### src/polar_offset_to_geo_waypoint_macros.svh
// ----------------------------------------------------------------------------
// polar_offset_to_geo_waypoint assertion macros
// shared concurrent assertion forms, sampled on clk_i, off during reset
// ----------------------------------------------------------------------------
`ifndef POLAR_OFFSET_TO_GEO_WAYPOINT_MACROS_SVH
`define POLAR_OFFSET_TO_GEO_WAYPOINT_MACROS_SVH

// consequent must hold in the same cycle
`define POGW_ASSERT_NOW(lbl, ante, cons, msg) \
  lbl: assert property (@(posedge clk_i) disable iff (!rst_ni) (ante) |-> (cons)) \
    else $error(msg);

// consequent must hold in the next cycle
`define POGW_ASSERT_NEXT(lbl, ante, cons, msg) \
  lbl: assert property (@(posedge clk_i) disable iff (!rst_ni) (ante) |=> (cons)) \
    else $error(msg);

`endif

### src/pogw_pkg.sv
// ----------------------------------------------------------------------------
// pogw_pkg
// shared types, constants and the cordic arctangent table
// ----------------------------------------------------------------------------
package pogw_pkg;

  localparam int CORDIC_ITERATIONS = 24;
  localparam int NSTG = (CORDIC_ITERATIONS > 32) ? 32 : CORDIC_ITERATIONS;

  // pipeline depths of the units
  localparam int LSC  = NSTG + 1;
  localparam int LVC  = NSTG + 1;
  localparam int LSQ  = 31;
  localparam int LTOT = 2 * LSC + 2 * LVC + LSQ + 8;

  // configuration register indexes
  localparam logic [1:0] REG_BASE_LAT     = 2'd0;
  localparam logic [1:0] REG_BASE_LON     = 2'd1;
  localparam logic [1:0] REG_BASE_HEADING = 2'd2;
  localparam logic [1:0] REG_STANDOFF     = 2'd3;

  typedef logic signed [33:0] trig_t;
  typedef logic signed [35:0] prod_t;
  typedef logic signed [37:0] vec_t;

  localparam trig_t       ONE_Q30    = 34'sd1073741824;
  localparam logic [29:0] INV_GAIN   = 30'd652032874;
  localparam logic [22:0] DIST_SCALE = 23'd7023702;

  typedef struct packed {
    logic [31:0] phi;
    logic [31:0] span;
    logic [31:0] hdg;
  } item_t;

  // rounded q1.30 product
  function automatic prod_t mulq(input trig_t a, input trig_t b);
    logic signed [67:0] p;
    p = 68'(a) * 68'(b) + 68'sd536870912;
    return p[65:30];
  endfunction

  function automatic logic [29:0] atan_at(input int unsigned i);
    logic [29:0] r;
    case (i)
      0:  r = 30'd536870912;
      1:  r = 30'd316933406;
      2:  r = 30'd167458907;
      3:  r = 30'd85004756;
      4:  r = 30'd42667331;
      5:  r = 30'd21354465;
      6:  r = 30'd10679838;
      7:  r = 30'd5340245;
      8:  r = 30'd2670163;
      9:  r = 30'd1335087;
      10: r = 30'd667544;
      11: r = 30'd333772;
      12: r = 30'd166886;
      13: r = 30'd83443;
      14: r = 30'd41722;
      15: r = 30'd20861;
      16: r = 30'd10430;
      17: r = 30'd5215;
      18: r = 30'd2608;
      19: r = 30'd1304;
      20: r = 30'd652;
      21: r = 30'd326;
      22: r = 30'd163;
      23: r = 30'd81;
      24: r = 30'd41;
      25: r = 30'd20;
      26: r = 30'd10;
      27: r = 30'd5;
      28: r = 30'd3;
      29: r = 30'd1;
      30: r = 30'd1;
      default: r = 30'd0;
    endcase
    return r;
  endfunction

endpackage

### src/pogw_front.sv
// ----------------------------------------------------------------------------
// pogw_front
// accepts items, forms absolute bearing and heading, two-entry queue
// ----------------------------------------------------------------------------
module pogw_front (
  input  logic                clk_i,
  input  logic                rst_ni,
  input  logic [31:0]         base_heading_i,
  input  logic                s_axis_tvalid_i,
  output logic                s_axis_tready_o,
  // rel_bearing [31:0], rel_distance [63:32], cam_offset [95:64]
  input  logic [95:0]         s_axis_tdata_i,
  input  logic                pop_i,
  output logic                hv_o,
  output pogw_pkg::item_t     head_o
);

  pogw_pkg::item_t mem_q [2];
  logic            wr_q, rd_q;
  logic [1:0]      cnt_q, cnt_d;
  logic            push;
  pogw_pkg::item_t wr_item;

  assign s_axis_tready_o = (cnt_q != 2'd2);
  assign push            = s_axis_tvalid_i && s_axis_tready_o;
  assign hv_o            = (cnt_q != 2'd0);
  assign head_o          = mem_q[rd_q];

  // absolute bearing and camera heading
  always_comb begin
    wr_item.phi  = base_heading_i + s_axis_tdata_i[31:0];
    wr_item.span = s_axis_tdata_i[63:32];
    wr_item.hdg  = base_heading_i + s_axis_tdata_i[95:64];
  end

  assign cnt_d = cnt_q + {1'b0, push} - {1'b0, pop_i};

  // queue control
  always_ff @(posedge clk_i or negedge rst_ni) begin
    if (!rst_ni) begin
      wr_q  <= 1'b0;
      rd_q  <= 1'b0;
      cnt_q <= 2'd0;
    end else begin
      if (push) wr_q <= ~wr_q;
      if (pop_i) rd_q <= ~rd_q;
      cnt_q <= cnt_d;
    end
  end

  // queue storage
  always_ff @(posedge clk_i) begin
    if (push) mem_q[wr_q] <= wr_item;
  end

endmodule

### config.mk
export PLATFORM = sky130hd
export DESIGN_NAME = pogw_front
export DESIGN_NICKNAME = d
export VERILOG_FILES = /design/src/polar_offset_to_geo_waypoint_macros.svh /design/src/pogw_pkg.sv /design/src/pogw_front.sv
export SDC_FILE = /design/constraint.sdc
export NUM_CORES = 1
export LEC_CHECK = 0
export BUFFER_PORTS_ARGS = -buffer_cell sky130_fd_sc_hd__clkbuf_2
export CAP_MARGIN = 20
export CORE_MARGIN = 4
export CORE_UTILIZATION = 31
export DETAILED_ROUTE_END_ITERATION = 10
export GPL_ROUTABILITY_DRIVEN = 1
export PLACE_DENSITY = 0.64
export SLEW_MARGIN = 0
export SYNTH_ARGS = -nofsm -noshare
export SYNTH_HDL_FRONTEND = slang
export SYNTH_SLANG_ARGS = --single-unit
### constraint.sdc
create_clock -name clk_i -period 4.97 [get_ports clk_i]
set_input_delay 0.497 -clock clk_i [delete_from_list [all_inputs] [get_ports clk_i]]
set_output_delay 0.497 -clock clk_i [all_outputs]
set_load 0.01 [all_outputs]
==> summary.txt <==
Logic synthesis
  – Post-synthesis simple-gate area fraction: 0.0568
  – Post-synth EDFFs: 192
  – Syn Nets: 935
  – Post-synth ARST share: 0.0204
  – Main combinational cell family by area after synthesis: compound AO/OA/AOI/OAI gates
  – Seq/Total Area, Yosys: 0.572
  – Synth cell types: 64
  – Compound-Gate Fraction of Synth Area: 0.120
  – Mean Syn Cell Area: 13.9 sq um
  – Multiplexer share of the synthesized area: 0.105
  – Mapped Cells: 737
  – Post-synthesis adder-cell area fraction: 0.0819
  – Register bit total from synthesis: 196
  – Top FF cell, synth: edfxtp_1
  – Cell Area, Synth: 0.0103 sq mm
  – Synth warn: 0
  – XOR/XNOR Fraction of Synth Area: 0.0521

Global route
  – Global route overflow: 0
  – Vias in the first global route: 6862
  – GRT Total Usage: 0.136
  – First-pass GRT wire length: 37.7 mm
  – Largest net degree at the start of global routing: 97
  – Initial antenna violation count: 6

Timing
  – Final setup viols: 0
  – Fmax: 337 MHz
  – Tmin final: 2970 ps
  – Slew headroom: 0.355
  – Final Slew Violations: 0
  – Setup TNS: 0 ps
  – RSZ-0062 raised after global routing: false
  – Crit share post-route: 0.598
  – Worst Max-Slew Pin Slew: 968 ps
  – Final Skew: 5.45 ps
  – Final hold viol count: 0

Clock tree
  – Hold buffer count at cts: 1
  – TritonCTS clock tree: done
  – Clock Latency Late Sink: 420 ps
  – Root buf cell: clkbuf_16
  – Worst-path clk slew: 60 ps
  – Clock H-tree levels: 4
  – CTS-repair resized insts: 0
  – Bufs on Longest Clock Path: 2
  – Cts bufs inserted: 17
  – Clk sinks: 196
  – Post-CTS setup buffer count: 0

Min path
  – Hold depth: 1
  – Hold Path Class: input port to flop
  – HP Start: s_axis_tdata_i[50]
  – Hold EP: mem_q[1][50]

Pwr
  – Switching share of power: 0.316
  – Int Power: 4.04 mW
  – Worst vdd ir: 0.000206 V
  – Gate power share: 0.348
  – Clock network fraction of total power: 0.230
  – Sw power: 1.87 mW
  – Power, Total: 5.91 mW
  – Pwr Density: 472 mW/mm^2
  – Reg power frac: 0.422
  – Leakage power: 5.03 nW

Finish
  – Nets: 1167
  – Ratio of cells with drive above 1 in the final layout: 0.398
  – Finished Layout Cells: 1428
  – Filler cells: 3103
  – Area Overhead vs Synth: 22.1%

Floorplan
  – Ports: 230
  – Die height: 190 um
  – Initial core utilization: 0.315
  – Area of the die: 0.0361 sq mm
  – Placeable core area: 0.0326 sq mm
  – Chip width: 190 um
  – Cell row count: 66

Route
  – DRC viols: 0
  – Total number of vias: 6749
  – Drt pass-1 iters: 5
  – Via/cell ratio: 4.73
  – Final ANT Viol Nets: 0
  – Initial DRC count: 297
  – WL final: 24.9 mm
  – Routed WL per cell: 17.5 um

Critical path
  – Slowest-stage cell, CP: fa_1
  – Worst r2r src: cnt_q[1]
  – CP Buf/Inv Count: 1
  – CP max FO: 5
  – Worst Path Arrival: 3130 ps
  – Slowest stage delay, CP: 430 ps
  – Reg2reg end: mem_q[1][23]
  – R2R Setup Slk: 2650 ps
  – Cell depth of the worst setup path: 12
  – Crit path kind: input port to flop
  – Cell family with most CP delay: compound AO/OA/AOI/OAI gates
  – R2R cell count: 3
  – CP Launch Type: input port
  – Worst setup EP type: flop
  – Critical-path cell list: clkbuf_2, ha_1, fa_1, a21o_1, a21oi_2, o21ai_1, a21oi_4, o221a_2, a21oi_2, a21o_1, a221o_1, xor2_1
  – Worst EP required: 5130 ps

Placement
  – Routability cong.: 0.916
  – HPWL after DPL: 18.6 mm
  – I/O Buffers: 229
  – Dpl cells: 1391

Run status
  – Status: complete, no violations

Flow run
  – Max Cap Viol: 0
-- power groups by stage --
stage / sequential, mW / clock [mW] / combinational, mW
floorplan: 2.47 / 0 / 1.37
global placement: 2.53 / 0 / 2.09
detailed placement: 2.55 / 0 / 2.10
CTS: 2.51 / 1.41 / 2.12
global route: 2.54 / 1.48 / 2.26
finish: 2.50 / 1.36 / 2.06
-- cell usage after synthesis, drive strengths merged, types with 4 or more instances --
cell type / n / area, sq um
edfxtp: 192 / 5770
mux2: 96 / 1080
ha: 64 / 801
a21oi: 56 / 307
xnor2: 40 / 350
a21o: 38 / 288
nand2: 30 / 113
nor2: 26 / 97.6
o21ai: 23 / 123
xor2: 21 / 184
clkbuf: 18 / 67.6
nand4: 13 / 93.8
inv: 12 / 45.0
nand3: 11 / 55.1
o21bai: 9 / 82.6
a31oi: 8 / 77.6
nor3: 7 / 40.0
and3: 6 / 37.5
a211oi: 5 / 42.5
nand2b: 5 / 31.3
nor2b: 5 / 31.3
and2: 4 / 25.0
dfrtp: 4 / 100
-- layer usage --
| metal | GRT usage | vias up | wire, um |
|---|---|---|---|
| li1 | - | 3306 | - |
| met1 | 0.176 | 3271 | 11100 |
| met2 | 0.227 | 144 | 12200 |
| met3 | 0.0266 | 26 | 993 |
| met4 | 0.0490 | 2 | 572 |
| met5 | 0 | - | 13 |
-- per-stage QoR --
step / utilization / cell area [sq um] / setup slack [ps] / hold WS [ps]
2_1_floorplan: - / 10300 / 1370 / 201
3_3_place_gp: 0.366 / 11900 / 1660 / 309
3_5_place_dp: 0.366 / 11900 / 1610 / 312
4_1_cts: 0.384 / 12500 / 2050 / 235
5_1_grt: 0.384 / 12500 / 1930 / 234
6_report: 0.384 / 12500 / 2000 / 268
-- flip-flops by register name, indices dropped and copies added, names as in the netlist --
name and count:
mem_q 192, cnt_q 2, rd_q 1, wr_q 1
-- how the worst max path moves through the flow --
stage,start,endpoint
finish,base_heading_i[0],mem_q[0][94]
global route,base_heading_i[0],mem_q[0][94]
CTS,base_heading_i[0],mem_q[0][94]
detailed placement,base_heading_i[0],mem_q[0][94]
global placement,base_heading_i[0],mem_q[0][94]
floorplan,cnt_q[1],mem_q[0][0]
-- worst register-to-register path: stages, from the launching register on --
cell and delay, ps:
dfrtp_1 400, nand2b_1 120, and3_4 820, buf_4 610
-- final cells by class --
cell class / count / area [sq um] / share of cell area
inverters: 12 / 45.0 / 0.00359
flip-flops and latches: 196 / 5870 / 0.468
diodes: 5 / 12.5 / 0.000998
clock inverters: 10 / 134 / 0.0107
repair buffers: 234 / 1200 / 0.0956
well taps: 442 / 553 / 0.0441
clock buffers: 21 / 440 / 0.0351
multi-input cells: 508 / 4280 / 0.342
-- cells in the final DEF, fill, tap and decap left out, types with 21 or more instances in the layout --
master | netlist | routed
a21o_1 | 36 | 36
a21oi_1 | 51 | 51
clkbuf_2 | 0 | 229
edfxtp_1 | 192 | 192
ha_1 | 64 | 64
mux2_2 | 96 | 96
nand2_1 | 30 | 30
nor2_1 | 26 | 25
xnor2_1 | 40 | 40
xor2_1 | 21 | 21
-- logic make-up (layout without fill, tap and decap cells) --
family          Yosys count  count (layout)
flops                   196             196
mux                      96              96
simple gates            115             115
buf+inv                  33             277
compound gates          170             170
other cells               0               5
fa+ha+maj                66              66
xor+xnor                 61              61
Note: power is estimated with default switching activity, not from simulation.
