`src/polar_offset_to_geo_waypoint_macros.svh`:
```
// ----------------------------------------------------------------------------
// polar_offset_to_geo_waypoint assertion macros
// shared concurrent assertion forms, sampled on clk_i, off during reset
// ----------------------------------------------------------------------------
`ifndef POLAR_OFFSET_TO_GEO_WAYPOINT_MACROS_SVH
`define POLAR_OFFSET_TO_GEO_WAYPOINT_MACROS_SVH

// consequent must hold in the same cycle
`define POGW_ASSERT_NOW(lbl, ante, cons, msg) \
  lbl: assert property (@(posedge clk_i) disable iff (!rst_ni) (ante) |-> (cons)) \
    else $error(msg);

// consequent must hold in the next cycle
`define POGW_ASSERT_NEXT(lbl, ante, cons, msg) \
  lbl: assert property (@(posedge clk_i) disable iff (!rst_ni) (ante) |=> (cons)) \
    else $error(msg);

`endif

```
`src/pogw_pkg.sv`:
```
// ----------------------------------------------------------------------------
// pogw_pkg
// shared types, constants and the cordic arctangent table
// ----------------------------------------------------------------------------
package pogw_pkg;

  localparam int CORDIC_ITERATIONS = 24;
  localparam int NSTG = (CORDIC_ITERATIONS > 32) ? 32 : CORDIC_ITERATIONS;

  // pipeline depths of the units
  localparam int LSC  = NSTG + 1;
  localparam int LVC  = NSTG + 1;
  localparam int LSQ  = 31;
  localparam int LTOT = 2 * LSC + 2 * LVC + LSQ + 8;

  // configuration register indexes
  localparam logic [1:0] REG_BASE_LAT     = 2'd0;
  localparam logic [1:0] REG_BASE_LON     = 2'd1;
  localparam logic [1:0] REG_BASE_HEADING = 2'd2;
  localparam logic [1:0] REG_STANDOFF     = 2'd3;

  typedef logic signed [33:0] trig_t;
  typedef logic signed [35:0] prod_t;
  typedef logic signed [37:0] vec_t;

  localparam trig_t       ONE_Q30    = 34'sd1073741824;
  localparam logic [29:0] INV_GAIN   = 30'd652032874;
  localparam logic [22:0] DIST_SCALE = 23'd7023702;

  typedef struct packed {
    logic [31:0] phi;
    logic [31:0] span;
    logic [31:0] hdg;
  } item_t;

  // rounded q1.30 product
  function automatic prod_t mulq(input trig_t a, input trig_t b);
    logic signed [67:0] p;
    p = 68'(a) * 68'(b) + 68'sd536870912;
    return p[65:30];
  endfunction

  function automatic logic [29:0] atan_at(input int unsigned i);
    logic [29:0] r;
    case (i)
      0:  r = 30'd536870912;
      1:  r = 30'd316933406;
      2:  r = 30'd167458907;
      3:  r = 30'd85004756;
      4:  r = 30'd42667331;
      5:  r = 30'd21354465;
      6:  r = 30'd10679838;
      7:  r = 30'd5340245;
      8:  r = 30'd2670163;
      9:  r = 30'd1335087;
      10: r = 30'd667544;
      11: r = 30'd333772;
      12: r = 30'd166886;
      13: r = 30'd83443;
      14: r = 30'd41722;
      15: r = 30'd20861;
      16: r = 30'd10430;
      17: r = 30'd5215;
      18: r = 30'd2608;
      19: r = 30'd1304;
      20: r = 30'd652;
      21: r = 30'd326;
      22: r = 30'd163;
      23: r = 30'd81;
      24: r = 30'd41;
      25: r = 30'd20;
      26: r = 30'd10;
      27: r = 30'd5;
      28: r = 30'd3;
      29: r = 30'd1;
      30: r = 30'd1;
      default: r = 30'd0;
    endcase
    return r;
  endfunction

endpackage

```
`src/pogw_isqrt.sv`:
```
// ----------------------------------------------------------------------------
// pogw_isqrt
// pipelined integer square root, one result bit per stage
// ----------------------------------------------------------------------------
module pogw_isqrt (
  input  logic        clk_i,
  input  logic        en_i,
  input  logic [60:0] v_i,
  output logic [30:0] root_o
);

  logic [61:0] rem_q [pogw_pkg::LSQ];
  logic [61:0] res_q [pogw_pkg::LSQ];

  // stage for the top bit pair
  always_ff @(posedge clk_i) begin
    if (en_i) begin
      if ({1'b0, v_i} >= (62'd1 << 60)) begin
        rem_q[0] <= {1'b0, v_i} - (62'd1 << 60);
        res_q[0] <= 62'd1 << 60;
      end else begin
        rem_q[0] <= {1'b0, v_i};
        res_q[0] <= '0;
      end
    end
  end

  // remaining bit pairs
  for (genvar j = 1; j < pogw_pkg::LSQ; j++) begin : g_stg
    localparam logic [61:0] BIT = 62'd1 << (2 * (pogw_pkg::LSQ - 1 - j));
    always_ff @(posedge clk_i) begin
      if (en_i) begin
        if (rem_q[j-1] >= res_q[j-1] + BIT) begin
          rem_q[j] <= rem_q[j-1] - (res_q[j-1] + BIT);
          res_q[j] <= (res_q[j-1] >> 1) + BIT;
        end else begin
          rem_q[j] <= rem_q[j-1];
          res_q[j] <= res_q[j-1] >> 1;
        end
      end
    end
  end

  assign root_o = res_q[pogw_pkg::LSQ-1][30:0];

endmodule

```
`config.mk`:
```
export PLATFORM = sky130hd
export DESIGN_NAME = pogw_isqrt
export DESIGN_NICKNAME = d
export VERILOG_FILES = /design/src/polar_offset_to_geo_waypoint_macros.svh /design/src/pogw_pkg.sv /design/src/pogw_isqrt.sv
export SDC_FILE = /design/constraint.sdc
export NUM_CORES = 2
export LEC_CHECK = 0
export BUFFER_PORTS_ARGS = -buffer_cell sky130_fd_sc_hd__buf_4
export CORE_ASPECT_RATIO = 0.5
export CORE_MARGIN = 2
export CORE_UTILIZATION = 25
export DETAILED_ROUTE_END_ITERATION = 10
export PLACE_DENSITY = 0.38
export SETUP_SLACK_MARGIN = 0.05
export SKIP_CTS_REPAIR_TIMING = 1
export SLEW_MARGIN = 20
export SYNTH_ARGS = -nofsm -noshare
export SYNTH_HDL_FRONTEND = slang
export SYNTH_SLANG_ARGS = --single-unit
```
`constraint.sdc`:
```
create_clock -name clk_i -period 8.25 [get_ports clk_i]
set_input_delay 0.825 -clock clk_i [delete_from_list [all_inputs] [get_ports clk_i]]
set_output_delay 0.825 -clock clk_i [all_outputs]
set_load 0.01 [all_outputs]
```
==> reports/summary.md <==
## Outcome
* finished clean — status

## Power
* 31.3% — Clock power frac
* 47.6% — Reg power frac
* 0.000169 V — worst voltage drop across the vdd grid
* 30.0% — switching fraction of total power
* 21.1% — share of total power in combinational logic
* 260 nW/µm² — power per standard cell area
* 23800 µW — Pint
* 0.0471 µW — Pleak
* 10200 µW — sw power

## Floorplan
* 963 µm — Die Wd
* 466000 µm² — die footprint
* 484 µm — Vert. Die Dim
* 25.1% — initial standard-cell utilization of the core
* 176 — total number of placement rows
* 459000 µm² — core area
* 94 — # IOs

## Critical path
* 5.22 ns — CP arrival
* flop — crit path launch type
* 34 — crit path max fanout
* flop to flop — critical setup path kind
* flop — Worst Setup End Kind
* 3.65 ns — flop2flop setup slack
* 12 — number of cells on the worst reg-to-reg path
* 8.87 ns — data required time of the critical path

## Drt
* 5 — drt first pass iters
* 289 mm — routed wire length
* 18.2 µm — routed wirelength normalized by instance count
* 0 — DRC viols
* 4.43 — detail-routed via count per cell
* 70300 — number of vias after detailed routing
* 0 — count of nets left with antenna violations after detail routing
* 3730 — drt initial violations

## STA
* 0.217 GHz — highest clock frequency the design can meet
* 4.60 ns — final critical path time including I/O delays and setup
* 3.65 ns — final worst setup slack
* 0 — setup violators final
* 0.0797 ns — Final Skew
* 0 — final slew viol count
* 0 ns — final total negative setup slack
* 16.0% — worst max-slew margin expressed relative to the limit
* false — RSZ-0062 raised after global routing
* 1.25 ns — Least-Margin Pin Slew
* 55.8% — period utilization
* 0 — number of hold-slack violations in the final timing report

## Global routing
* 0 — total congestion overflow
* 12.1% — GRT Total Usage
* 74000 — number of global-route vias before repair
* 22.5% — M2 GR Usage
* 1 — antenna violations before repair
* 175 — maximum number of pins on one net before global-route repair
* 13.6% — met1 usage
* met2 — busiest metal layer after global routing
* 1.69% — met3 track demand over resource
* 441 mm — global-route wire length before repair

## Logic synthesis
* 0% — fraction of synthesis flops using an asynchronous set or reset pin
* 61.5% — fraction of the yosys area taken by sequential cells
* sky130_fd_sc_hd__edfxtp_1 — Primary FF master, synth
* 0 — Yosys warning total
* 9960 — net count of the mapped netlist
* 94 — Cell variety after synth
* sky130_fd_sc_hd__edfxtp_1 (62%), sky130_fd_sc_hd__ha_1 (5.7%), sky130_fd_sc_hd__xnor2_1 (3.2%) — synth top area cells
* sky130_fd_sc_hd__edfxtp_1 (2356), sky130_fd_sc_hd__nand2_1 (769), sky130_fd_sc_hd__inv_1 (642) — most numerous cell types in the synthesized netlist
* 9374 — synthesized netlist cell count
* 12.3 µm² — per-instance average area after synthesis
* 115000 µm² — netlist area before placement
* sky130_fd_sc_hd__edfxtp_1 — most common cell in the synthesized netlist
* 61.5% — area share of the largest cell type after synthesis
* 2356 — post-synthesis register bit count
* sky130_fd_sc_hd__edfxtp_1 — cell taking the most area after synthesis
* 2356 — Post-synth EDFFs

## Clocking
* 4 — H-tree depth
* done — CTS tree
* 230 — number of buffers created by CTS
* sky130_fd_sc_hd__clkbuf_16 — root buf cell
* 2356 — CTS sink cnt
* 4 — maximum buffer depth of the clock tree
* 0.95 ns — Clk Latency, worst-skew pair
* 0.07 ns — clock slew at the register clock pins of the worst setup and hold paths

## Place
* 93 — number of buffers inserted by port buffering
* 3.58 ns — Post-Place Worst Slack
* 0.870 — Routability Congestion
* 220 mm — HPWL reported at the end of detailed placement
* 123000 µm² — Placed Instance Area
* 15400 — Placed Cells incl. Taps

## Final layout
* 131000 µm² — final instance area
* 28.5% — Final Core Density
* 15900 — final cell count without fillers
* 6.76% — share of layout cells above drive strength 1
* 13.8% — growth of design area from synthesis to finish
* 10100 — post-layout net count

## Job
* 0 — Max-cap violations

## Worst hold path
* primary input to flop — min-delay worst type
* 1 — worst hold stages

==> flip-flops by register name, indices dropped and copies added, names as in the netlist <==
signal / count
res_q: 496
rem_q: 1860
==> layout make-up <==
cell class,count,area (µm²)
Antenna cell,2,5.00
Clock buffer,286,5990
Clock inverter,125,1280
Fill cell,46900,328000
Inverter,643,2410
Multi-Input combinational cell,6117,40900
Sequential cell,2356,70700
Tap cell,6141,7680
Timing Repair Buffer,215,1800
==> cell usage in the layout (no fill, tap or decap), drive strengths merged, types with 36 or more instances in the layout <==
| master | synthesis | routed |
|---|---|---|
| a211oi | 61 | 61 |
| a21o | 235 | 235 |
| a21oi | 456 | 456 |
| a31oi | 45 | 45 |
| and2 | 36 | 36 |
| and3 | 50 | 50 |
| buf | 49 | 178 |
| clkbuf | 209 | 286 |
| clkinv | 0 | 90 |
| dlygate4sd3 | 0 | 37 |
| edfxtp | 2356 | 2356 |
| ha | 523 | 523 |
| inv | 643 | 647 |
| mux2 | 52 | 52 |
| nand2 | 769 | 769 |
| nand2b | 112 | 112 |
| nand3 | 187 | 187 |
| nand4 | 168 | 168 |
| nor2 | 534 | 534 |
| nor2b | 70 | 70 |
| nor3 | 277 | 277 |
| nor4 | 328 | 328 |
| nor4b | 72 | 72 |
| o21a | 97 | 97 |
| o21ai | 536 | 536 |
| o21bai | 38 | 38 |
| o31ai | 52 | 52 |
| or2 | 39 | 39 |
| or3 | 93 | 93 |
| or4 | 45 | 45 |
| xnor2 | 418 | 418 |
| xor2 | 400 | 400 |
==> power groups by stage <==
stage | Clock (µW) | Sequential, µW | Combinational, µW
2_1_floorplan | 0 | 16000 | 5330
3_3_place_gp | 0 | 16500 | 7240
3_5_place_dp | 0 | 16500 | 7220
4_1_cts | 11100 | 16200 | 7240
5_1_grt | 11600 | 16400 | 8050
6_report | 10700 | 16200 | 7200
==> cell families (layout without fill, tap and decap cells) <==
logic type | after synthesis | count (layout) | share of synthesized area (%)
mux | 62 | 62 | 0.596
xor+xnor | 818 | 818 | 6.23
simple gates | 2944 | 2944 | 13.3
fa+ha+maj | 523 | 523 | 5.69
compound gates | 1770 | 1770 | 9.62
other cells | 0 | 2 | 0
flops | 2356 | 2356 | 61.5
buf+inv | 901 | 1269 | 3.05
==> through the flow <==
step | power (µW) | hold slack, ns
6_report | 34000 | 0.101
5_1_grt | 36000 | 0.0143
4_1_cts | 34500 | -0.0732
3_5_place_dp | 23700 | 0.432
3_3_place_gp | 23700 | 0.430
2_1_floorplan | 21300 | 0.417
==> critical path, stage by stage (launching register included) <==
cell and delay (ns):
sky130_fd_sc_hd__edfxtp_1 0.42, sky130_fd_sc_hd__inv_1 0.10, sky130_fd_sc_hd__ha_1 0.14, sky130_fd_sc_hd__nor4b_1 0.83
sky130_fd_sc_hd__nand4_1 0.48, sky130_fd_sc_hd__nor4_1 0.47, sky130_fd_sc_hd__or4b_1 0.19, sky130_fd_sc_hd__nor3_2 0.04
sky130_fd_sc_hd__buf_4 0.26, sky130_fd_sc_hd__inv_2 0.52, sky130_fd_sc_hd__and4b_1 0.48, sky130_fd_sc_hd__nor3b_1 0.28
sky130_fd_sc_hd__xor2_1 0.10
==> layer usage <==
layer	up-vias	share of wire, %
met5	-	0
met4	0	5.3
met3	555	2.9
met2	1101	51
met1	33200	41
li1	35500	-
==> worst paths after layout <==
kind,from,end
hold reg to reg,rem_q[0][159],rem_q[0][221]
setup / recovery,rem_q[1][447],rem_q[1][553]
setup reg to reg,rem_q[1][447],rem_q[1][553]
hold / removal,v_i[55],rem_q[0][55]
Note: power is estimated with default switching activity, not from simulation.
